`src/hw/rtl/pprf_ram.sv`:
```
`default_nettype none

module pprf_ram #(
  parameter int unsigned Width = 8,
  parameter int unsigned Depth = 16
) (
  input  wire logic                     clk_i,
  input  wire logic                     we_i,
  input  wire logic [$clog2(Depth)-1:0] waddr_i,
  input  wire logic [Width-1:0]         wdata_i,
  input  wire logic                     re_i,
  input  wire logic [$clog2(Depth)-1:0] raddr_i,
  output logic      [Width-1:0]         rdata_o
);

  logic [Width-1:0] mem [Depth];

  always_ff @(posedge clk_i) begin
    if (we_i) begin
      mem[waddr_i] <= wdata_i;
    end
  end

  always_ff @(posedge clk_i) begin
    if (re_i) begin
      rdata_o <= mem[raddr_i];
    end
  end

endmodule

`default_nettype wire

```
`config.mk`:
```
export PLATFORM = sky130hd
export DESIGN_NAME = pprf_ram
export DESIGN_NICKNAME = d
export VERILOG_FILES = /design/src/hw/rtl/pprf_ram.sv
export SDC_FILE = /design/constraint.sdc
export NUM_CORES = 1
export LEC_CHECK = 0
export CORE_MARGIN = 2
export CORE_UTILIZATION = 43
export CTS_CLUSTER_SIZE = 20
export DETAILED_ROUTE_END_ITERATION = 10
export DONT_BUFFER_PORTS = 1
export PLACE_DENSITY = 0.58
export SKIP_CTS_REPAIR_TIMING = 1
export SYNTH_ARGS = -nofsm -noshare
export SYNTH_HDL_FRONTEND = slang
export SYNTH_SLANG_ARGS = --single-unit
```
`constraint.sdc`:
```
create_clock -name clk_i -period 5.2 [get_ports clk_i]
set_clock_uncertainty 0.2 [all_clocks]
set_input_delay 1.04 -clock clk_i [delete_from_list [all_inputs] [get_ports clk_i]]
set_output_delay 1.04 -clock clk_i [all_outputs]
set_load 0.02 [all_outputs]
```
==> After elaboration in Yosys (flattened, before gate mapping) <==
Memories as Yosys holds them, arrays and structs flattened. A register that Yosys moved wholly into a read port is not among the register bits.
Cells that the tools add are included.
{ "word_totals": {"ff_bits": 0, "out_inout_bits": 8, "input_bits": 19, "mem_count": 1, "ram_bits": 128} }
{ "memory_table": {"columns": ["name", "words", "word_bits", "read_ports", "rd_clocked_by_memory_dff", "wr", "line_no", "source"], "rows": [
  ["mem", 16, 8, 1, 1, 1, "16", "logic [Width-1:0] mem [Depth];"]
]} }
{ "classes": {"n_mux": 2} }
{ "op_table": {"columns": ["cell", "n"], "rows": [
  ["1-bit two-way mux", 2]
]} }

==> Logic depth before layout (Yosys ltp) <==
Gate-level depths: netlist of the first run.
{ "depth": {"depth_word": 2, "mapped_depth": 5, "depth_no_buf": 3} }

==> Worst setup path after synthesis of the first run <==
Ideal clock, no wire load.
{ "synth_timing": {"path_type": "in2reg", "start": "input waddr_i[2]", "end": "memory mem[0][0] (enable)", "slack_ns": 2.467, "stages": 2, "arrival_time_ns": 2.150, "required_ns": 4.617, "setup_time_ns": 0.383, "path_cell_list": "or3b_2 nor3_1"} }
{ "synth_rtl": {"columns": ["element", "line_no", "source"], "rows": [
  ["from (decl)", "9", "input wire logic [$clog2(Depth)-1:0] waddr_i,"],
  ["to (decl)", "16", null]
]} }
No word-level cell before the write port.

==> Final worst setup path of the first run <==
{ "layout_timing": {"start": "input waddr_i[2]", "end": "memory mem[0][2] (enable)"} }
No word-level cell before the write port.

==> flow_metrics.tcl, run 1 <==
set metrics [dict create \
    status "finished clean" \
    rows 40 \
    crit_buf_inv 0 \
    final-seq-area_um2 4080 \
    cts_tree "built" \
    routed_wl_mm 9.69 \
    post-route-min-period_ns 2.61 \
    power.density_nw_per_um2 394 \
    grt_pass1_wl_mm 14.0 \
    routabilityCongestion 0.747 \
    syn_inst 229 \
    setup_viol 0 \
    rsz0062_at_grt "no" \
    critPathMaxStageDelay_ns 0.89 \
    critPathTopFamily "simple AND/OR/NAND/NOR gates" \
    worstPathMaxFanout 8 \
    layout-drive-gt1-share_pct 17.2 \
    power.leakage_uw 0.00186 \
    nFillCells 942 \
    maxSlewHeadroom_pct 22.6 \
    grt_pass1_vias 2315 \
    critPathCaptureType "register" \
    synth_seq_cells 136 \
    tightest_slew_ns 1.15 \
    cts_buffers 17 \
    critPathLaunchType "input pin" \
    clk_pin_slew_ns 0.06 \
    gr-total-overflow 0 \
    dp_cells 369 \
    cts_root_buf "clkbuf_16" \
    cts_sinks 136 \
    drc 0 \
    fin_cells 397 \
    syn-num-nets 248 \
    ios 27 \
    crit_path_start "waddr_i[2]" \
    ys_seq_area_share_pct 78.1 \
    crit_arrival_ns 2.43 \
    synth_cell_type_count 18 \
    dr.pass1.iters 4 \
    initial_core_util_pct 43.7 \
    final.period_utilization_pct 50.2 \
    syn_area_um2 5230 \
    min_path_type "in2reg" \
    first_iter_violations 174 \
    num-nets-final 260 \
    setup_slack_ns 2.59 \
    pre_cts_ws_ns 2.12 \
    synth_top_cell_area_share_pct 78.1 \
    wl_per_cell_um 24.4 \
    final-max-slew-violation-count 0 \
    grt_max_degree 33 \
    yosysWarnings 0 \
    die_h_um 114 \
    die_w_um 114 \
    postPlaceCellArea_um2 5350 \
    cts_buffer_depth 2 \
    hold_viol_final 0 \
    n_antenna_cell 0 \
    vias 2295 \
    worst-setup-path-type "in2reg" \
    cp_slowest_cell "nor3_1" \
    ant_nets 0 \
    fin_area_um2 5820 \
    vdd_ir_drop_max_v 0.000206 \
    synth_top_cell_by_area "edfxtp_1" \
    antenna_found_initial 0 \
    dp_hpwl_mm 5.78 \
    r2r-start "mem[3][4]" \
    gr-usage-all-layers_pct 16.1 \
    holdCritStartpoint "wdata_i[0]" \
    htree_levels 4 \
    insertion_delay_ns 0.41 \
    path_cells "or3b_2, nor3_1" \
    ys_top_cells_by_area "edfxtp_1 (78%), mux4_2 (7.8%), mux4_1 (7.0%)" \
    die_area_um2 13100 \
    cp.required_ns 5.02 \
    syn_to_final_growth_pct 11.3 \
    multi_input_area_um2 1060 \
    io_buffer_count 0 \
    synth_area_per_cell_um2 22.8 \
    vias_per_cell 5.78 \
    tns_ns 0 \
    fmaxAchievable_mhz 383 \
    maxCapViolCount 0 \
    core_um2 12000 \
]
routing by layer:
metal | up-vias | routed length (um) | track usage [%]
met5 | - | 0 | 0
met4 | 0 | 149 | 7.56
met3 | 9 | 568 | 4.76
met2 | 81 | 4740 | 24.2
met1 | 1204 | 4230 | 21.6
li1 | 1001 | - | -
Yosys cell counts:
cell type        count
and2b_1              1
nor3_1               4
a22oi_1             16
buf_4                1
nand3_1              1
nor2_1              13
edfxtp_1           136
buf_6                3
nor2b_1              1
nand3b_1             2
nand2b_1             2
and2_1               1
buf_2                3
nand2_1              9
mux4_1              14
clkdlybuf4s25_2      3
mux4_2              18
or3b_2               1
sequential cells by signal, indices dropped and copies added (netlist names):
signal	count
rdata_o	8
mem	128
stage by stage:
| stage | utilization (%) | power [uW] | hold WS, ns |
|---|---|---|---|
| floorplan | - | 1330 | 0.505 |
| global placement | 44.7 | 1340 | 0.539 |
| detailed placement | 44.7 | 1340 | 0.541 |
| CTS | 48.7 | 2310 | 0.504 |
| global route | 48.7 | 2360 | 0.505 |
| finish | 48.7 | 2290 | 0.521 |
final timing paths:
path	endpoint	slack [ns]	cells past startpoint
setup / recovery	mem[0][2]	2.59	2
hold / removal	mem[12][0]	0.52	0
setup reg to reg	rdata_o[4]	3.39	3
hold reg to reg	rdata_o[2]	0.56	3
power by group:
| part | total (uW) | internal [uW] | switching, uW |
|---|---|---|---|
| Sequential | 1250 | 1240 | 12.1 |
| Combinational | 65.4 | 34.7 | 30.8 |
| Clock | 977 | 583 | 394 |
| Total | 2290 | 1860 | 437 |
final cells by class:
cell class                 instances  share of cell area [%]
timing repair buffer               3                   0.387
tap                              147                    3.16
clock inverter                     9                   0.667
clock buffer                      19                    7.44
multi-input combinational         83                    18.2
sequential                       136                    70.2
cell families after synthesis:
group                  synth area share [%]
AO/OA/AOI/OAI                          2.30
AND/OR/NAND/NOR                        3.14
flip-flops                             78.1
buffers and inverters                  1.65
multiplexers                           14.8
layout by cell type, fill, tap and decap left out:
master	count
a22oi_1	16
clkinv_1	5
nand3b_1	2
buf_4	3
nor2b_1	1
mux4_1	14
clkbuf_16	17
nor2_1	13
nand2b_1	2
or3b_2	1
and2b_1	1
nand2_1	9
and2_1	1
nor3_1	4
mux4_2	18
edfxtp_1	136
clkinv_2	4
clkbuf_1	2
nand3_1	1
Power figures use the tool's default switching activity.
==> inputs of run 2 (changes only) <==
ABC_AREA = 1   (was not set)
PLACE_DENSITY = 0.6   (was 0.58)
clock period = 2.25 ns   (was 5.2 ns; I/O delays follow)
==> run 2 against run 1 <==
Largest power group unchanged. Total power grew to 2.6 times the previous value. Critical path depth fell by 1. Combinational power rose to 4.4 times the previous value. First-iteration DRC count increased by 92%. Critical path type unchanged. Setup slack worse by 2.0 ns. Synthesized cell count increased by 140%. Register-to-register slack worse by 2.5 ns. Flip-flop and latch count unchanged. Highest routed layer unchanged. Die area up 11%. Clock-buffer cell count unchanged.
==> flow_metrics.tcl, run 2 <==
set metrics [dict create \
    tns_ns 0 \
    largest_register "mem" \
    critPathMaxStageDelay_ns 1.07 \
    p_sw_uw 1190 \
    routabilityCongestion 0.796 \
    dp_hpwl_mm 8.17 \
    core_um2 13200 \
    clk_pin_slew_ns 0.05 \
    holdCritStartpoint "raddr_i[3]" \
    cp_slowest_cell "dlygate4sd3_1" \
    first_iter_violations 334 \
    vias 3730 \
    final.period_utilization_pct 72.5 \
    synth_cell_type_count 11 \
    vias_per_cell 4.89 \
    final_cell_mix "nand2_1 (173), edfxtp_1 (136), inv_1 (100), nand3_1 (97)" \
    fmaxAchievable_mhz 613 \
    grt_max_degree 66 \
    seqPwrFrac_pct 48.5 \
    rsz0062_at_grt "no" \
    gr-total-overflow 0 \
    vdd_ir_drop_max_v 0.000540 \
    n_antenna_cell 0 \
    initial_core_util_pct 44.2 \
    synth_area_per_cell_um2 10.6 \
    routed_wl_mm 13.6 \
    swShare_pct 19.9 \
    num-nets-final 593 \
    syn_to_final_growth_pct 15.5 \
    final_util_pct 51.0 \
    layout-drive-gt1-share_pct 7.84 \
    whs_path_depth 2 \
    die_area_um2 14500 \
    holdPathEnd "rdata_o[1]" \
    maxSlewHeadroom_pct 45.4 \
    async_flop_share_pct 0 \
    syn_area_um2 5850 \
    drc 0 \
    tightest_slew_ns 0.816 \
    ys_seq_area_share_pct 69.8 \
    final-max-slew-violation-count 0 \
    cts_buffer_depth 2 \
    dr.pass1.iters 5 \
    post-route-min-period_ns 1.63 \
    r2r-start "mem[8][6]" \
    ant_nets 0 \
    p_int_uw 4770 \
    largestRegisters "mem x128, rdata_o x8" \
    htree_levels 4 \
    cp.required_ns 2.14 \
    ys_top_cells_by_area "edfxtp_1 (70%), nand2_1 (11%), nand3_1 (8.3%)" \
    insertion_delay_ns 0.41 \
    critPathCaptureType "register" \
    antenna_found_initial 0 \
    cts_buffers 17 \
    syn_inst 551 \
    cts_root_buf "clkbuf_16" \
    setup_viol 0 \
    cts_tree "built" \
    yosys-top-cells-count "nand2_1 (173), edfxtp_1 (136), inv_1 (100)" \
    synth_top_cell_area_share_pct 69.8 \
    cts_sinks 136 \
    crit_buf_inv 1 \
    regToRegSetupSlack_ns 0.89 \
    critPathLaunchType "input pin" \
    rows 42 \
    largest_reg_flops 128 \
    ios 27 \
    power.leakage_uw 0.00287 \
    io_buffer_count 0 \
    synth_seq_cells 136 \
    worstReg2RegEnd "rdata_o[6]" \
    wl_per_cell_um 17.8 \
    power.density_nw_per_um2 883 \
    worst-setup-path-type "in2reg" \
    hold_viol_final 0 \
    path_cells "dlygate4sd3_1" \
    maxCapViolCount 0 \
    die_h_um 121 \
    min_path_type "in2reg" \
    worstPathMaxFanout 16 \
    clockPowerShare_pct 46.7 \
    synth_top_cell_by_area "edfxtp_1" \
    final_common_cell "nand2_1" \
    grt_pass1_vias 3704 \
    synth_edf_count 136 \
    synthFlopType "edfxtp_1" \
    crit_arrival_ns 1.53 \
    syn-num-nets 570 \
    reg2reg_depth 6 \
    grt_pass1_wl_mm 21.3 \
    power_frac_comb_pct 4.8 \
    status "finished clean" \
    gr-usage-all-layers_pct 20.2 \
    yosys.cell_count.top_type "nand2_1" \
    yosysWarnings 0 \
    die_w_um 121 \
    critPathTopFamily "buffers and inverters" \
]
run 2: cell types whose count changed after synthesis, moves of 10 or more:
cell     change
mux4_2      -18
inv_1      +100
a22oi_1     -16
mux4_1      -14
nand3_1     +96
buf_2       +10
nand2_1    +164
run 2: power by group through the flow:
| stage | sequential, uW | clock (uW) | combinational, uW |
|---|---|---|---|
| floorplan | 2940 | 0 | 200 |
| global placement | 2940 | 0 | 225 |
| detailed placement | 2940 | 0 | 227 |
| CTS | 2890 | 2820 | 230 |
| global route | 2900 | 2930 | 321 |
| finish | 2890 | 2780 | 286 |
run 2: worst max path at each step:
stage | start | to | slack [ns] | cells after the start
after floorplan | waddr_i[2] | mem[10][0] | 0.65 | 2
after global placement | raddr_i[0] | rdata_o[5] | 0.38 | 7
after detailed placement | raddr_i[0] | rdata_o[5] | 0.35 | 7
after CTS | rdata_o[6] | rdata_o[6] | 0.67 | 0
after global routing | wdata_i[0] | mem[6][0] | 0.59 | 1
final | wdata_i[1] | mem[9][1] | 0.62 | 1
run 2: cell families after synthesis:
group / Yosys count / synth area share, %
and+or+nand+nor: 289 / 20.8
DFF: 136 / 69.8
buffers and inverters: 126 / 9.39
run 2: through the flow:
step | setup WS (ns) | cell area [um^2] | hold slack, ns | total power (uW) | instances
after detailed placement | 0.350 | 6070 | 0.350 | 3170 | 722
after CTS | 0.668 | 6660 | -0.0808 | 5940 | 754
after global placement | 0.376 | 6070 | 0.350 | 3170 | 722
final | 0.618 | 6750 | 0.0609 | 5960 | 763
after floorplan | 0.649 | 5850 | 0.349 | 3140 | 551
after global routing | 0.589 | 6750 | 0.0575 | 6150 | 763
run 2: layout make-up:
type	instances	area (um^2)
Tap cell	176	220
Inverter	102	383
Multi-Input combinational cell	289	1210
Timing Repair Buffer	28	258
Clock buffer	19	433
Clock inverter	13	159
Sequential cell	136	4080
Fill cell	1181	6490
run 2: layer usage:
layer	wire, um	part of all wire [%]	global-route usage [%]	vias up
met5	0	0	0	-
met4	118	0.87	6.40	0
met1	6030	44	28.4	1754
met2	6420	47	31.4	139
met3	1030	7.6	4.62	11
li1	-	-	-	1826
