**src/hw/rtl/pprf_pkg.sv**
```systemverilog
`default_nettype none

package pprf_pkg;

  // Image geometry limits.
  localparam int unsigned MaxWidth      = 4096;
  localparam int unsigned BytesPerPixel = 4;
  localparam int unsigned LineDepth     = MaxWidth * BytesPerPixel;
  localparam int unsigned ColW          = $clog2(LineDepth);
  localparam int unsigned RowBytesW     = ColW + 1;
  localparam int unsigned HistW         = 8 * BytesPerPixel;

  // Register widths and reset values.
  localparam int unsigned WidthW   = 13;
  localparam int unsigned HeightW  = 16;
  localparam int unsigned CfgIdxW  = 2;
  localparam int unsigned CfgDataW = 16;
  localparam logic [WidthW-1:0]  WidthReset  = WidthW'(640);
  localparam logic [HeightW-1:0] HeightReset = HeightW'(480);

  // Filter type byte for Paeth.
  localparam logic [7:0] FilterTag = 8'd4;

  typedef enum logic [CfgIdxW-1:0] {
    CFG_IMAGE_WIDTH  = 2'd0,
    CFG_IMAGE_HEIGHT = 2'd1
  } cfg_idx_e;

  // One input byte after the input register, with everything the filter
  // stage needs from the position counters.
  typedef struct packed {
    logic [7:0]      pixel;
    logic [7:0]      left;
    logic [ColW-1:0] col;
    logic            first;
    logic            col_ge_bpp;
    logic            row_nz;
    logic            img_end;
  } item_t;

endpackage

`default_nettype wire

```
**src/hw/rtl/pprf_back.sv**
```systemverilog
`default_nettype none

module pprf_back
  import pprf_pkg::*;
(
  input  wire logic            clk_i,
  input  wire logic            rst_ni,
  input  wire logic            item_valid_i,
  input  wire item_t           item_i,
  input  wire logic [7:0]      above_i,
  output logic                 pop_o,
  output logic                 wr_en_o,
  output logic [ColW-1:0]      wr_addr_o,
  output logic [7:0]           wr_data_o,
  output logic                 m_valid_o,
  input  wire logic            m_ready_i,
  output logic [7:0]           m_byte_o,
  output logic                 m_tag_o,
  output logic                 m_last_o,
  output logic                 m_end_o
);

  function automatic logic [7:0] paeth(input logic [7:0] a, input logic [7:0] b,
                                       input logic [7:0] c);
    logic signed [9:0] pa, pb, pc;
    logic        [7:0] r;
    pa = $signed({2'b00, b}) - $signed({2'b00, c});
    pb = $signed({2'b00, a}) - $signed({2'b00, c});
    pc = pa + pb;
    pa = (pa < 0) ? -pa : pa;
    pb = (pb < 0) ? -pb : pb;
    pc = (pc < 0) ? -pc : pc;
    if (pa <= pb && pa <= pc) begin
      r = a;
    end else if (pb <= pc) begin
      r = b;
    end else begin
      r = c;
    end
    return r;
  endfunction

  logic             need_tag, out_free, emit;
  logic [7:0]       b_val, c_val, filt;
  logic             tag_done_q, tag_done_d;
  logic [HistW-1:0] upper_q;
  logic             m_valid_q, m_valid_d;
  logic [7:0]       m_byte_q, m_byte_d;
  logic             m_tag_q, m_tag_d, m_last_q, m_last_d, m_end_q, m_end_d;

  assign need_tag = item_i.first && !tag_done_q;
  assign out_free = !m_valid_q || m_ready_i;
  assign emit     = item_valid_i && out_free;
  assign pop_o    = emit && !need_tag;

  assign b_val = item_i.row_nz ? above_i : 8'd0;
  assign c_val = (item_i.col_ge_bpp && item_i.row_nz) ? upper_q[HistW-1 -: 8] : 8'd0;
  assign filt  = item_i.pixel - paeth(item_i.left, b_val, c_val);

  always_comb begin
    m_valid_d  = m_valid_q;
    m_byte_d   = m_byte_q;
    m_tag_d    = m_tag_q;
    m_last_d   = m_last_q;
    m_end_d    = m_end_q;
    tag_done_d = tag_done_q;
    if (emit) begin
      m_valid_d = 1'b1;
      m_byte_d  = need_tag ? FilterTag : filt;
      m_tag_d   = need_tag;
      m_last_d  = !need_tag;
      m_end_d   = !need_tag && item_i.img_end;
    end else if (m_ready_i) begin
      m_valid_d = 1'b0;
    end
    if (pop_o) begin
      tag_done_d = 1'b0;
    end else if (emit) begin
      tag_done_d = 1'b1;
    end
  end

  always_ff @(posedge clk_i or negedge rst_ni) begin
    if (!rst_ni) begin
      m_valid_q  <= 1'b0;
      tag_done_q <= 1'b0;
    end else begin
      m_valid_q  <= m_valid_d;
      tag_done_q <= tag_done_d;
    end
  end

  always_ff @(posedge clk_i) begin
    m_byte_q <= m_byte_d;
    m_tag_q  <= m_tag_d;
    m_last_q <= m_last_d;
    m_end_q  <= m_end_d;
    if (pop_o) begin
      upper_q <= {upper_q[HistW-9:0], b_val};
    end
  end

  assign wr_en_o   = pop_o;
  assign wr_addr_o = item_i.col;
  assign wr_data_o = item_i.pixel;

  assign m_valid_o = m_valid_q;
  assign m_byte_o  = m_byte_q;
  assign m_tag_o   = m_tag_q;
  assign m_last_o  = m_last_q;
  assign m_end_o   = m_end_q;

endmodule

`default_nettype wire

```
**config.mk**
```make
export PLATFORM = sky130hd
export DESIGN_NAME = pprf_back
export DESIGN_NICKNAME = d
export VERILOG_FILES = /design/src/hw/rtl/pprf_pkg.sv /design/src/hw/rtl/pprf_back.sv
export SDC_FILE = /design/constraint.sdc
export NUM_CORES = 1
export LEC_CHECK = 0
export BUFFER_PORTS_ARGS = -buffer_cell sky130_fd_sc_hd__buf_4
export CAP_MARGIN = 25
export CORE_ASPECT_RATIO = 0.5
export CORE_MARGIN = 4
export CORE_UTILIZATION = 40
export DETAILED_ROUTE_END_ITERATION = 8
export PLACE_DENSITY = 0.63
export SYNTH_ARGS = -nofsm -noshare
export SYNTH_HDL_FRONTEND = slang
export SYNTH_SLANG_ARGS = --single-unit
```
**constraint.sdc**
```tcl
create_clock -name clk_i -period 7.23 [get_ports clk_i]
set_input_delay 0.723 -clock clk_i [delete_from_list [all_inputs] [get_ports clk_i]]
set_output_delay 0.723 -clock clk_i [all_outputs]
set_load 0.005 [all_outputs]
```
### Yosys cells after proc, flatten, opt, wreduce, memory -nomap -nowiden

Cells that the tools add are included.

| word-level totals | value |
|---|---|
| logic and storage cells | 43 |
| output and inout port bits | 36 |
| input port bits | 46 |
| register bits | 45 |

| operators by class | value |
|---|---|
| add/sub/neg operators | 7 |
| reduce and logical (&&, ||, !) cells | 12 |
| order comparisons | 6 |
| multiplexer cells | 11 |

Operator list:

| kind | count |
|---|---|
| 2-to-1 mux 8 bit | 4 |
| <= comparator 10 bit | 3 |
| 2-to-1 mux 10 bit | 3 |
| negation 9 -> 10 bit | 2 |
| < comparator 9 x 1 -> 1 bit, second input constant | 2 |
| subtractor 8 x 8 -> 9 bit | 2 |
| adder 9 x 9 -> 10 bit | 1 |
| < comparator 10 x 1 -> 1 bit, second input constant | 1 |
| negation 10 bit | 1 |
| subtractor 8 bit | 1 |
| logical AND 1 bit | 6 |
| 2-to-1 mux 1 bit | 4 |
| nonzero test 2 bit | 2 |
| zero test 1 bit | 3 |
| logical OR 1 bit | 1 |

### Depth between registers and ports, before layout

| logic depth | value |
|---|---|
| word-level depth | 10 |
| gate-level depth with buffers | 39 |

### Worst setup path after synthesis

OpenSTA, ideal clock, no wires.

| timing path | value |
|---|---|
| kind | input port to flip-flop |
| from | input port item_i[1] in the netlist's numbering |
| to | register m_byte_q[7], in the netlist m_byte_o[7], data pin |
| slack | -1235 ps |
| cell stages on the path | 38 |
| buffers on the path | 3 |
| required time | 6970 ps |
| setup time | 260 ps |
| data arrival time | 8205 ps |
| cell sequence | buf_4 -> and2_1 -> clkbuf_1 -> nand2_1 -> ha_1 -> a31oi_1 -> a311o_1 -> nand2b_1 -> a21bo_2 -> nand2b_1 -> clkbuf_1 -> inv_1 -> ha_1 -> inv_1 -> or4_1 -> a2111oi_2 -> a211oi_4 -> mux2i_1 -> (+2 left out) -> o21a_1 -> o21a_1 -> o221ai_1 -> a21oi_1 -> a2111oi_0 -> o22ai_1 -> mux2i_1 -> mux2i_1 -> ha_1 -> nor2b_1 -> o21ai_0 -> a21oi_1 -> o21ai_0 -> a21oi_1 -> o21ai_0 -> nor3b_1 -> nor3_1 -> mux2_2 |

| between the ends | value |
|---|---|
| cells in the longest elaborated chain, start to end | 10 |

Ends and longest elaborated chain:

| item | RTL line | source |
|---|---|---|
| from (decl) | pprf_back.sv:9 | `input wire item_t item_i,` |
| logical AND 1 bit | pprf_back.sv:57 | `assign c_val = (item_i.col_ge_bpp && item_i.row_nz) ? upper_q[HistW-1 -: 8] : 8'd0;` |
| 2-to-1 mux 8 bit | pprf_back.sv:57 |  |
| subtractor 8 x 8 -> 9 bit (on tied branches) | pprf_back.sv:27, pprf_back.sv:28 |  |
| adder 9 x 9 -> 10 bit | pprf_back.sv:29 | `pc = pa + pb;` |
| negation 10 bit / < comparator 10 x 1 -> 1 bit (equally long branches) | pprf_back.sv:32 | `pc = (pc < 0) ? -pc : pc;` |
| 2-to-1 mux 10 bit | pprf_back.sv:32 |  |
| <= comparator 10 bit (on tied branches) | pprf_back.sv:35, pprf_back.sv:33 |  |
| 2-to-1 mux 8 bit / logical AND 1 bit (equally long branches) | pprf_back.sv:35, pprf_back.sv:33 |  |
| 2-to-1 mux 8 bit (*) | pprf_back.sv:33 | `if (pa <= pb && pa <= pc) begin` |
| subtractor 8 bit (*) | pprf_back.sv:58 | `assign filt = item_i.pixel - paeth(item_i.left, b_val, c_val);` |
| to (signal assigned) | pprf_back.sv:94 | `m_byte_q <= m_byte_d;` |
| to (decl) | pprf_back.sv:48 | `logic [7:0] m_byte_q, m_byte_d;` |

Every way passes the cells marked *; elsewhere a longest branch is shown, timed or not.
A chain may end at the register's enable or synchronous reset.

### Final worst setup path

Same ends and word-level chain as after synthesis.

==> run_results.csv <==
group,metric,value,unit
outcome,status,"finished, final reports clean",
floorplanning,row_count,27,
global_routing,grt_remaining_overflow,0,
global_routing,grt_max_degree,35,
timing,min_period,7.22,ns
critical_path,worst_path_most_repeated_cell,"buf_4",
synth,synth.distinct_cells,63,
final_layout,final_cell_mix,"buf_4 (184), ha_1 (54), edfxtp_1 (43), inv_1 (40), nand2_1 (29)",
critical_path,crit_path_max_fanout,5,
critical_path,critPathCaptureType,"flip-flop",
timing,rsz0062_at_grt,"true",
timing,drv_slew,0,
place,dp_cells,767,
floorplanning,ios,82,
final_layout,instances_no_fill,799,
place,dpl_cell_area,6000,µm²
pwr,power_per_cell_area,318,nW/µm²
clocking,clock-sinks,45,
critical_path,worstSetupPathType,"in -> reg",
route,ant_nets,0,
pwr,fin_total_pwr,2.14,mW
floorplanning,die_h,83.9,µm
synth,synth.avg_cell_area,9.57,µm²
final_layout,drive_above_1_share,0.442,
final_layout,utilization,0.605,
clocking,cts_tree,"built",
timing,fin_tns_setup,0,ns
clocking,cts_inserted_buffers,5,
route,post_drt_wl_per_cell,15.8,µm
floorplanning,dieWidth,160,µm
timing,setup_violations,0,
clocking,clk_pin_slew,0.06,ns
timing,final_hold_viol_count,0,
timing,fin_crit_sh,0.999,
clocking,cts-root-buf,"clkbuf_16",
final_layout,final_area,6720,µm²
pwr,clkPwrFrac,0.117,
clocking,htree_num_levels,2,
job,cap_violations,0,
pwr,p_comb_frac,0.729,
pwr,sw_frac_of_total,0.388,
synth,async_flop_share,0.0444,
route,vias,4014,
route,drtIter0Drc,202,
clocking,clk_latency,0.28,ns
synth,yosysWarningCount,0,
critical_path,cpPeakStageDelay,0.42,ns
synth,netlist_area,4610,µm²
pwr,leakagePower,3.02,nW
floorplanning,core,11100,µm²
route,route.detailed.drc,0,
pwr,peakVddDrop,0.129,mV
critical_path,arrival,7.25,ns
synth,ys_seq_elements,45,
critical_path,startpoint_type,"input port",
global_routing,antenna_found_initial,0,
route,viasPerCell,5.02,
global_routing,grt_pass1_wl,20000,µm
global_routing,global_route.usage.total,0.181,
route,drt-total-wl,12600,µm
route,drt_first_pass_iters,4,
hold_path,hp-class,"in -> async",
place,dp.final_hpwl,9990,µm
pwr,p_sw,0.828,mW
final_layout,layout_commonest_cell,"buf_4",
pwr,pwr-share-seq,0.154,
place,place_congestion,0.855,
global_routing,grt_pass1_vias,4126,
critical_path,required,7.26,ns
timing,worstMarginPinSlew,0.937,ns
synth,synth_cells,482,
clocking,cts_buffer_depth,2,
synth,synth_top_flop_cell,"edfxtp_1",
synth,synth_edf_count,43,
final_layout,diodes,0,
pwr,internal_power,1.31,mW
timing,timing.fmax,139,MHz
final_layout,layout.nets,767,
final_layout,syn2layout_area_growth,45.8,%
timing,relSlewSlack,0.374,
place,port_buffers,53,
floorplanning,initial_core_util,0.415,
floorplanning,dieArea,13400,µm²
timing,clock_skew,0.00558,ns
synth,yosysSeqAreaShare,0.291,
critical_path,cp_slowest_cell,"or4_4",
-- flip-flops by register name (all words and copies together), names as in the netlist --
| register | flops |
|---|---|
| m_valid_o | 1 |
| upper_q | 32 |
| m_last_o | 1 |
| m_end_o | 1 |
| tag_done_q | 1 |
| m_tag_o | 1 |
| m_byte_o | 8 |
-- layer usage --
| layer | global-route usage | wire [µm] |
|---|---|---|
| met1 | 0.245 | 6010 |
| met2 | 0.320 | 6060 |
| met3 | 0.0183 | 410 |
| met4 | 0.0328 | 122 |
| met5 | 0 | 0 |
-- through the flow --
stage               setup WS, ns  hold WS, ns
CTS                      0.00341        0.208
global route              -0.320        0.200
global placement          -0.310        0.401
finish                   0.00985        0.211
detailed placement        -0.533        0.405
floorplan                 -0.158        0.400
-- synth_stat cells, types with 3 or more instances --
master	number	area [µm²]
o21ai_1	3	15.0
edfxtp_1	43	1290
xnor2_1	31	272
nor2_1	28	105
or3_1	4	25.0
a21oi_1	18	90.1
nand4_1	3	18.8
nand2_1	32	120
and4_1	3	26.3
o21ai_0	19	95.1
mux2_2	3	33.8
inv_1	46	173
fa_1	4	80.1
o21a_1	11	82.6
clkbuf_1	3	11.3
nand2b_1	12	75.1
nor4_1	3	18.8
ha_1	64	801
nand3_1	7	35.0
and2_1	5	31.3
xor2_1	10	87.6
and3_1	5	31.3
buf_4	24	180
nor3_1	10	50.1
nor2b_1	9	56.3
or4_1	3	22.5
mux2i_1	16	160
a21o_1	7	52.6
a31oi_1	8	50.1
-- layout make-up --
| class | instances | area (µm²) |
|---|---|---|
| well taps | 145 | 181 |
| inverters | 47 | 184 |
| flip-flops and latches | 45 | 1340 |
| clock inverters | 2 | 35.0 |
| multi-input cells | 364 | 3400 |
| fillers | 903 | 4390 |
| clock buffers | 6 | 129 |
| repair buffers | 190 | 1450 |
-- cell families after synthesis --
group | share of synthesized area
AND/OR/NAND/NOR | 0.152
AO/OA/AOI/OAI | 0.154
buffers and inverters | 0.0809
adder cells (fa/ha/maj) | 0.193
flip-flops | 0.291
XOR/XNOR | 0.0814
multiplexers | 0.0453
other | 0.00163
-- repair_timing --
item / CTS / global route
setup endpoints to repair: 2 / 4
gates resized for setup: 13 / 64
pin swaps: 14 / 34
setup buffers: 18 / 6
hold buffers: 0 / 0
hold endpoints to repair: 0 / 0
-- critical path: cells and delay by family --
family                     cells  cell delay, ns
xor gates and xnor gates       1            0.17
adders and majority gates      4            0.93
and+or+nand+nor                5            0.94
muxes                          1            0.38
buffers and inverters         19            1.77
AOI/OAI and AO/OA             12            2.34
-- power groups by stage --
stage          combinational [mW]  sequential (mW)  clock, mW
3_5_place_dp                 1.23            0.333          0
4_1_cts                      1.39            0.328      0.256
5_1_grt                      1.71            0.330      0.268
2_1_floorplan               0.784            0.333          0
6_report                     1.56            0.328      0.251
3_3_place_gp                 1.21            0.333          0
-- worst paths after layout --
path	slack, ns	depth (start not counted)	from	endpoint
min reg2reg	0.41	0	upper_q[11]	upper_q[19]
max reg2reg	0.08	41	upper_q[24]	m_byte_o[7]
max in group asynchronous	6.93	1	rst_ni	m_valid_o
max	0.01	42	item_i[1]	m_byte_o[7]
min	0.21	1	rst_ni	tag_done_q
min in group clk_i	0.41	0	upper_q[11]	upper_q[19]
Power figures use the tool's default switching activity.
