File: config.mk
export PLATFORM = sky130hd
export DESIGN_NAME = pprf_front
export DESIGN_NICKNAME = d
export VERILOG_FILES = /design/src/hw/rtl/pprf_pkg.sv /design/src/hw/rtl/pprf_front.sv
export SDC_FILE = /design/constraint.sdc
export NUM_CORES = 1
export LEC_CHECK = 0
export BUFFER_PORTS_ARGS = -buffer_cell sky130_fd_sc_hd__buf_2
export CAP_MARGIN = 30
export CORE_UTILIZATION = 50
export DETAILED_ROUTE_END_ITERATION = 10
export GPL_TIMING_DRIVEN = 0
export PLACE_DENSITY = 0.73
export SYNTH_ARGS = -nofsm -noshare
export SYNTH_HDL_FRONTEND = slang
export SYNTH_SLANG_ARGS = --single-unit
File: constraint.sdc
create_clock -name clk_i -period 5.09 [get_ports clk_i]
set_clock_uncertainty 0.2 [all_clocks]
set_input_delay 0.2545 -clock clk_i [delete_from_list [all_inputs] [get_ports clk_i]]
set_output_delay 0.2545 -clock clk_i [all_outputs]
set_load 0.1 [all_outputs]
File: src/hw/rtl/pprf_pkg.sv
`default_nettype none

package pprf_pkg;

  // Image geometry limits.
  localparam int unsigned MaxWidth      = 4096;
  localparam int unsigned BytesPerPixel = 4;
  localparam int unsigned LineDepth     = MaxWidth * BytesPerPixel;
  localparam int unsigned ColW          = $clog2(LineDepth);
  localparam int unsigned RowBytesW     = ColW + 1;
  localparam int unsigned HistW         = 8 * BytesPerPixel;

  // Register widths and reset values.
  localparam int unsigned WidthW   = 13;
  localparam int unsigned HeightW  = 16;
  localparam int unsigned CfgIdxW  = 2;
  localparam int unsigned CfgDataW = 16;
  localparam logic [WidthW-1:0]  WidthReset  = WidthW'(640);
  localparam logic [HeightW-1:0] HeightReset = HeightW'(480);

  // Filter type byte for Paeth.
  localparam logic [7:0] FilterTag = 8'd4;

  typedef enum logic [CfgIdxW-1:0] {
    CFG_IMAGE_WIDTH  = 2'd0,
    CFG_IMAGE_HEIGHT = 2'd1
  } cfg_idx_e;

  // One input byte after the input register, with everything the filter
  // stage needs from the position counters.
  typedef struct packed {
    logic [7:0]      pixel;
    logic [7:0]      left;
    logic [ColW-1:0] col;
    logic            first;
    logic            col_ge_bpp;
    logic            row_nz;
    logic            img_end;
  } item_t;

endpackage

`default_nettype wire

File: src/hw/rtl/pprf_front.sv
`default_nettype none

module pprf_front
  import pprf_pkg::*;
(
  input  wire logic               clk_i,
  input  wire logic               rst_ni,
  input  wire logic               s_valid_i,
  input  wire logic [7:0]         s_data_i,
  output logic                    s_ready_o,
  input  wire logic [WidthW-1:0]  width_i,
  input  wire logic [HeightW-1:0] height_i,
  input  wire logic               pop_i,
  output logic                    item_valid_o,
  output item_t                   item_o,
  output logic                    rd_en_o,
  output logic [ColW-1:0]         rd_addr_o
);

  logic                 accept;
  logic                 item_valid_q, item_valid_d;
  item_t                item_q, item_d;
  logic [ColW-1:0]      col_q, col_d;
  logic [HeightW-1:0]   row_q, row_d;
  logic [HistW-1:0]     left_q, left_d;
  logic [WidthW-1:0]    width_eff;
  logic [HeightW-1:0]   height_eff;
  logic [RowBytesW-1:0] row_bytes;
  logic                 row_end;
  logic                 img_end;

  assign s_ready_o = !item_valid_q || pop_i;
  assign accept    = s_valid_i && s_ready_o;

  always_comb begin
    if (width_i == '0) begin
      width_eff = WidthW'(1);
    end else if (width_i > WidthW'(MaxWidth)) begin
      width_eff = WidthW'(MaxWidth);
    end else begin
      width_eff = width_i;
    end
    height_eff = (height_i == '0) ? HeightW'(1) : height_i;
  end

  assign row_bytes = RowBytesW'(width_eff) * RowBytesW'(BytesPerPixel);
  assign row_end   = ({1'b0, col_q} + RowBytesW'(1)) >= row_bytes;
  assign img_end   = row_end && (({1'b0, row_q} + 17'd1) >= {1'b0, height_eff});

  always_comb begin
    item_valid_d = item_valid_q;
    item_d       = item_q;
    col_d        = col_q;
    row_d        = row_q;
    left_d       = left_q;
    if (accept) begin
      item_valid_d      = 1'b1;
      item_d.pixel      = s_data_i;
      item_d.col_ge_bpp = col_q >= ColW'(BytesPerPixel);
      item_d.left       = item_d.col_ge_bpp ? left_q[HistW-1 -: 8] : 8'd0;
      item_d.col        = col_q;
      item_d.first      = col_q == '0;
      item_d.row_nz     = row_q != '0;
      item_d.img_end    = img_end;
      if (row_end) begin
        col_d  = '0;
        left_d = '0;
        row_d  = img_end ? '0 : row_q + HeightW'(1);
      end else begin
        col_d  = col_q + ColW'(1);
        left_d = {left_q[HistW-9:0], s_data_i};
      end
    end else if (pop_i) begin
      item_valid_d = 1'b0;
    end
  end

  always_ff @(posedge clk_i or negedge rst_ni) begin
    if (!rst_ni) begin
      item_valid_q <= 1'b0;
      col_q        <= '0;
      row_q        <= '0;
      left_q       <= '0;
    end else begin
      item_valid_q <= item_valid_d;
      col_q        <= col_d;
      row_q        <= row_d;
      left_q       <= left_d;
    end
  end

  always_ff @(posedge clk_i) begin
    item_q <= item_d;
  end

  assign item_valid_o = item_valid_q;
  assign item_o       = item_q;
  assign rd_en_o      = accept;
  assign rd_addr_o    = col_q;

endmodule

`default_nettype wire

Yosys cells after proc, flatten, opt, wreduce, memory -nomap -nowiden
Index checks and enable logic that the tools add are counted.
{ "totals": {"out_inout_bits": 51, "regBits": 97, "elab_cells": 37} }
{ "classes": {"n_mux": 8, "n_lt_le_gt_ge": 4, "reduce_logical": 10, "add_sub_neg": 4} }
{ "op_table": {"columns": ["operator", "n"], "rows": [
  ["16-bit two-way mux", 2],
  ["32-bit two-way mux", 1],
  ["13-bit two-way mux", 2],
  ["16-bit by 1-bit adder with 17-bit output, second input constant", 1],
  ["17-bit by 16-bit >= comparator with 1-bit output", 1],
  ["16-bit by 1-bit adder with 16-bit output, second input constant", 1],
  ["16-bit zero test", 1],
  ["16-bit nonzero test", 1],
  ["14-bit by 1-bit adder with 15-bit output, second input constant", 1],
  ["15-bit >= comparator", 1],
  ["14-bit by 1-bit adder with 14-bit output, second input constant", 1],
  ["14-bit by 3-bit >= comparator with 1-bit output, second input constant", 1],
  ["14-bit zero test", 1],
  ["14-bit two-way mux", 1],
  ["13-bit > comparator, second input constant", 1],
  ["13-bit zero test", 1],
  ["1-bit logical AND", 2],
  ["1-bit two-way mux", 2],
  ["2-bit AND reduction", 1],
  ["2-bit nonzero test", 1],
  ["1-bit zero test", 1],
  ["1-bit logical OR", 1]
]} }

Depth between registers and ports, before layout
Gate-level depths: netlist of the first run.
{ "logic_depth": {"word_depth": 6, "mapped_depth": 16} }

Worst setup path after synthesis of the first run
No wires, ideal clock.
{ "synth_timing": {"path_type": "register -> register", "from": "register item_valid_q (netlist: item_valid_o)", "to": "register col_q[11] (netlist: rd_addr_o[11])", "path_slack_ns": 0.188, "path_stages_with_launch": 7, "setup_time_ns": 0.124, "path_buffers": 1, "arrival_time_ns": 4.579, "required_ns": 4.766, "period_less_slack_ns": 4.902, "cell_sequence": "dfrtp_1 > nand2b_1 > nand2_1 > inv_1 > clkbuf_1 > o21ai_0 > a22o_1"} }
{ "synth_between": {"elab_chain_len": 3} }
{ "synth_lines": {"columns": ["item", "line", "rtl"], "rows": [
  ["start, declared", "pprf_front.sv:21", "logic item_valid_q, item_valid_d;"],
  ["start signal, assigned", "pprf_front.sv:85", "item_valid_q <= item_valid_d;"],
  ["1-bit zero test", "pprf_front.sv:32", "assign s_ready_o = !item_valid_q || pop_i;"],
  ["1-bit logical OR", "pprf_front.sv:32", null],
  ["named net s_ready_o", "pprf_front.sv:10", "output logic s_ready_o,"],
  ["1-bit logical AND", "pprf_front.sv:33", "assign accept = s_valid_i && s_ready_o;"],
  ["named net rd_en_o", "pprf_front.sv:16", "output logic rd_en_o,"],
  ["end signal, assigned", "pprf_front.sv:86", "col_q <= col_d;"],
  ["end, declared", "pprf_front.sv:23", "logic [ColW-1:0] col_q, col_d;"]
]} }
The timed path passes the listed nets, and every way through them passes these cells.
A chain may end at the register's enable or synchronous reset.

Final worst setup path of the first run
{ "layout_timing": {"from": "register col_q[0] (netlist: rd_addr_o[0])", "to": "register row_q[7]"} }
{ "layout_between": {"elab_chain_len": 4} }
{ "layout_lines": {"columns": ["item", "line", "rtl"], "rows": [
  ["14-bit by 1-bit adder with 15-bit output (*)", "pprf_front.sv:47", "assign row_end = ({1'b0, col_q} + RowBytesW'(1)) >= row_bytes;"],
  ["15-bit >= comparator (*)", "pprf_front.sv:47", null],
  ["1-bit logical AND", "pprf_front.sv:48", "assign img_end = row_end && (({1'b0, row_q} + 17'd1) >= {1'b0, height_eff});"],
  ["16-bit two-way mux", "pprf_front.sv:68", "row_d = img_end ? '0 : row_q + HeightW'(1);"],
  ["end signal, assigned", "pprf_front.sv:87", "row_q <= row_d;"],
  ["end, declared", "pprf_front.sv:24", "logic [HeightW-1:0] row_q, row_d;"]
]} }
Every way passes the cells marked *; elsewhere a longest branch is shown, timed or not.

==> impl_metrics.yaml, run 1 <==
run_status:
  status: "finished, final reports clean"
timing:
  rsz0062_at_grt: "no"
  relSlewSlack: 0.548
  min_period_ps: 4300
  setup_violations: 0
  tightest_slew_ps: 673
  tns_ps: 0
  fin_crit_sh: 0.845
  whs_ps: 206
  drv_slew: 0
  hold_viol: 0
  clock.fmax_mhz: 233
cts:
  cts_hold_buffers: 11
  cts_buffers: 9
  clk_pin_slew_worst_paths_ps: 100
  clock-root-buffer: "clkbuf_8"
  insertion_delay_ps: 350
  cts_tree: "built"
  h-tree-depth: 3
  cts_setup_buffers: 0
  clock_sinks: 97
  cts_buffer_depth: 2
  cts_resized: 0
detailed_routing:
  drc: 0
  viasPerCell: 5.54
  antenna_left: 0
  drt-pass1-iter-count: 5
  wire_per_inst_um: 15.2
  num_vias: 3752
  routed_wl_um: 10300
  drt-initial-drc-count: 171
cells_and_area:
  final_common_cell: "buf_2"
  mostFrequentLayoutCells: "buf_2 (97), dfrtp_1 (63), a22o_1 (50)"
  n_fill_cell: 772
  syn2layout_area_growth_pct: 20.4
  diodes: 0
  nNetsFinal: 618
  drive_gt1_frac: 0.224
  fin_cells: 677
synth:
  synth-edff-count: 34
  avgSynthCellArea_sq_um: 11.4
  synth_cell_types: 46
  synth-xor-area-share: 0.0486
  syn_inst: 428
  ys_ff_latch: 97
  syn_area_sq_um: 4870
  synthMuxAreaShare: 0.00437
  synthFlopType: "dfrtp_1"
  synth_adder_area_share: 0.0874
  synth_top_family_by_area: "compound AO/OA/AOI/OAI gates"
  syn-num-nets: 503
  synth-async-reset-ratio: 0.649
  synth-compound-area-share: 0.159
  synthSimpleGateAreaFrac: 0.129
  yosysWarningCount: 0
  ys_seq_area_frac: 0.534
setup_path:
  critPathKind: "reg2reg"
  cp-end-kind: "flop"
  cp.arrival_ps: 4340
  reg2reg_from: "rd_addr_o[0]"
  r2r_cells: 15
  r2r_slack_ps: 790
  crit_fanout: 10
  r2r_end: "row_q[7]"
  startpoint_type: "flop"
  required_ps: 5130
global_routing:
  grt_max_degree: 42
  track_usage: 0.217
  grt_pass1_vias: 3615
  grt_overflow_total: 0
  grt_pass1_wl_um: 17200
  antenna_found_initial: 0
floorplan:
  die_h_um: 101
  design.portCount: 92
  rows: 35
  die-width_um: 101
  core_sq_um: 9330
  dieArea_sq_um: 10100
  initial_core_util: 0.522
power:
  power.leakage_nw: 2.80
  peakVddDrop_mv: 0.240
  p_per_area_nw_per_um2: 388
placement:
  gp_congestion: 0.888
  portBuffers: 91
  dp_hpwl_um: 7640
  placed_cells: 650
flow_run:
  max_cap_viol_count: 0
min_path:
  hold_class: "in2async"
==> power breakdown <==
part	switching [mW]	total [mW]	leakage (nW)	internal [mW]
registers	0.0826	1.00	1.16	0.919
clock network	0.278	0.531	0.112	0.253
logic	0.534	0.743	1.54	0.209
==> cells in the mapped netlist, drive strengths merged (2+ instances only) <==
cell type	instances	share of area
dfrtp	63	0.32
a22o	50	0.090
edfxtp	34	0.21
ha	34	0.087
nand2	30	0.023
inv	26	0.020
nand3	20	0.021
nor2	19	0.015
xnor2	18	0.032
clkbuf	15	0.012
o21ai	13	0.013
nor4	11	0.014
and3	10	0.013
and2	9	0.012
xor2	9	0.016
a21oi	7	0.0072
buf	7	0.0069
nand4	7	0.0090
a31oi	6	0.011
nor3	5	0.0051
nor2b	4	0.0051
nand2b	3	0.0039
o211ai	3	0.0057
o31ai	3	0.0046
or2	3	0.0039
a211oi	2	0.0041
a2bb2oi	2	0.0036
o21bai	2	0.0031
o311a	2	0.0041
==> how the worst max path moves through the flow <==
stage                       from             to  slack [ps]  depth (start not counted)
floorplan           item_valid_o  rd_addr_o[11]         190                          6
global placement    rd_addr_o[0]      row_q[13]        1110                         15
detailed placement  rd_addr_o[0]       row_q[8]         890                         15
CTS                 rd_addr_o[0]       row_q[7]         880                         15
global route        rd_addr_o[0]       row_q[8]         580                         15
finish              rd_addr_o[0]       row_q[7]         790                         15
==> metrics by stage <==
stage / setup WS [ps] / util / total power [mW] / area [sq um]
floorplan: 188 / - / 1.58 / 4870
finish: 791 / 0.628 / 2.28 / 5860
CTS: 883 / 0.628 / 2.29 / 5860
global placement: 1110 / 0.588 / 1.72 / 5490
global route: 576 / 0.628 / 2.38 / 5860
detailed placement: 889 / 0.593 / 1.75 / 5530
==> kinds of logic (layout without fill, tap and decap cells) <==
family | count (synthesis) | after routing
DFF | 97 | 97
and+or+nand+nor | 124 | 124
muxes | 2 | 2
adders and majority gates | 34 | 34
xor gates and xnor gates | 27 | 27
AOI/OAI and AO/OA | 96 | 96
buffers and inverters | 48 | 168
==> registers in the layout, summed over array words and instances, names as in the netlist <==
name and flops:
rd_addr_o 14, row_q 16, left_q 32, item_o 34, item_valid_o 1
==> worst max-delay path: stages (launching register included) <==
cell and delay, ps:
dfrtp_1 490, ha_1 300, and3_1 210, clkbuf_1 230
nand3_1 220, nor2_1 280, xor2_1 190, ha_1 260
a21oi_1 150, nor2b_1 60, o21ai_1 120, nand2b_1 200
o21ai_1 600, nor2_1 210, buf_2 250, a22o_1 190
==> final cells by class <==
type	count	area (sq um)	share of cell area
tap	129	161	0.0275
inverter	26	97.6	0.0167
multi-input combinational	283	2080	0.355
sequential	97	2600	0.443
clock inverter	6	78.8	0.0135
buffer	22	91.3	0.0156
timing repair buffer	104	613	0.105
clock buffer	10	138	0.0235
==> per-layer routing <==
layer	track usage	vias up	routed length (um)
met4	0.0858	0	196
met5	0	-	0
met1	0.280	1800	4550
met2	0.376	121	5070
li1	-	1815	-
met3	0.0264	16	454
Note: power is estimated with default switching activity, not from simulation.
==> inputs of run 2 (changes only) <==
--- a/config.mk
+++ b/config.mk
@@ -10,7 +10,7 @@
 export CORE_UTILIZATION = 50
 export DETAILED_ROUTE_END_ITERATION = 10
 export GPL_TIMING_DRIVEN = 0
-export PLACE_DENSITY = 0.73
+export PLACE_DENSITY = 0.76
 export SYNTH_ARGS = -nofsm -noshare
 export SYNTH_HDL_FRONTEND = slang
 export SYNTH_SLANG_ARGS = --single-unit
==> constraint.sdc (replaced) <==
create_clock -name clk_i -period 3.6 [get_ports clk_i]
set_clock_uncertainty 0.2 [all_clocks]
set_input_delay 0.18 -clock clk_i [delete_from_list [all_inputs] [get_ports clk_i]]
set_output_delay 0.18 -clock clk_i [all_outputs]
set_load 0.1 [all_outputs]
==> run 2 against run 1 <==
  * Sequential power increased by 44%
  * Cell area increased by 2.5%
  * First-iteration DRC count decreased by 11%
  * Clock power increased by 42%
  * Routed wire length increased by 2.1%
  * Count of clock-buffer cells in the layout decreased by 1
  * Critical path depth decreased by 1
  * Via count unchanged
  * Hold slack got worse by 69 ps
  * Critical endpoint is now rd_addr_o[10]
==> impl_metrics.yaml, run 2 (synthesis gave the netlist of run 1 again) <==
setup_path:
  startpoint_type: "flop"
  crit_fanout: 8
  r2r_end: "rd_addr_o[10]"
  reg2reg_from: "rd_addr_o[2]"
  critPathLaunch: "rd_addr_o[2]"
  cp_slowest_cell: "or4_1"
  critPathKind: "reg2reg"
  r2r_cells: 14
  cp.arrival_ps: 3540
  worst_path_largest_cell_delay_ps: 480
  r2r_slack_ps: 160
  required_ps: 3700
  crit_chain: "buf_6, and3_1, nand3_2, nor2_4, and3_1, nand3_1, xnor2_1, ha_1, nor2b_1, o21ai_2, nand2b_4, or2_4, or4_1, nand3_1"
  crit_end: "rd_addr_o[10]"
  cp-end-kind: "flop"
cells_and_area:
  diodes: 0
  nNetsFinal: 619
  syn2layout_area_growth_pct: 23.4
  fin_cells: 678
  final_common_cell: "buf_2"
  drive_gt1_frac: 0.295
  final_util: 0.644
  largest_reg_flops: 34
  mostFrequentLayoutCells: "buf_2 (94), dfrtp_1 (52), a22o_1 (50)"
floorplan:
  rows: 35
  initial_core_util: 0.522
  core_sq_um: 9330
  die_h_um: 101
  design.portCount: 92
  dieArea_sq_um: 10100
  die-width_um: 101
min_path:
  hold_class: "in2async"
cts:
  clock_sinks: 97
  clock-root-buffer: "clkbuf_8"
  clk_pin_slew_worst_paths_ps: 110
  cts_tree: "built"
  insertion_delay_ps: 360
  cts_buffer_depth: 2
  cts_buffers: 9
  h-tree-depth: 3
placement:
  dp_hpwl_um: 7500
  placed_cells: 649
  portBuffers: 91
  gp_congestion: 0.861
power:
  power.leakage_nw: 2.83
  total_power_mw: 3.27
  p_per_area_nw_per_um2: 543
  peakVddDrop_mv: 0.265
global_routing:
  grt_pass1_wl_um: 17500
  grt_overflow_total: 0
  track_usage: 0.223
  grt_pass1_vias: 3746
  grt_max_degree: 45
  antenna_found_initial: 0
detailed_routing:
  viasPerCell: 5.53
  drt-pass1-iter-count: 4
  drt-initial-drc-count: 152
  drc: 0
  wire_per_inst_um: 15.5
  routed_wl_um: 10500
  antenna_left: 0
  num_vias: 3752
timing:
  relSlewSlack: 0.624
  drv_slew: 0
  fin_crit_sh: 0.957
  tightest_slew_ps: 564
  clock.fmax_mhz: 290
  min_period_ps: 3440
  whs_ps: 136
  hold_viol: 0
  tns_ps: 0
  setup_violations: 0
flow_run:
  max_cap_viol_count: 0
run_status:
  status: "finished, final reports clean"
-- run 2: power by group --
group          switching, mW  total [mW]  internal [mW]
clock                  0.411       0.753          0.342
sequential             0.126        1.44           1.31
combinational          0.758        1.07          0.315
-- run 2: stage by stage --
step / area, sq um / setup WS (ps)
5_1_grt: 6010 / -29.3
2_1_floorplan: 4920 / 12.6
6_report: 6010 / 155
3_5_place_dp: 5560 / -438
4_1_cts: 5910 / 15.7
3_3_place_gp: 5540 / -260
-- run 2: worst min-delay path by stage --
| stage | from | end | cells past startpoint |
|---|---|---|---|
| floorplan | rst_ni | item_valid_o | 0 |
| global placement | s_data_i[6] | item_o[32] | 1 |
| detailed placement | rst_ni | left_q[30] | 1 |
| finish | rst_ni | left_q[30] | 2 |
| global route | rst_ni | left_q[30] | 2 |
| CTS | rst_ni | left_q[30] | 2 |
-- run 2: critical path: cells and delay by family, from the launching register on --
family                   cells  cell delay (ps)
AND/OR/NAND/NOR             10             2000
AO/OA/AOI/OAI                1              150
adder cells (fa/ha/maj)      1              310
buffers and inverters        1              120
XOR/XNOR                     1              180
flip-flops                   1              430
-- run 2: layout make-up --
type,instances,area (sq um)
Fill cell,741,3320
Sequential cell,97,2630
Multi-Input combinational cell,283,2170
Timing Repair Buffer,108,636
Tap cell,129,161
Clock buffer,9,124
Buffer,19,100
Inverter,26,97.6
Clock inverter,7,90.1
-- run 2: routing by layer --
layer	GRT usage	share of wire	vias up
met4	0.0959	0.023	0
met3	0.0312	0.034	21
met5	0	0	-
met2	0.394	0.51	106
li1	-	-	1812
met1	0.274	0.43	1813
-- run 2: repair_timing --
action	4_1_cts	5_1_grt
gates resized for setup	9	19
hold endpoints to repair	40	0
pin swaps	1	2
setup endpoints to repair	57	58
hold buffers	11	0
buffers inserted	0	4
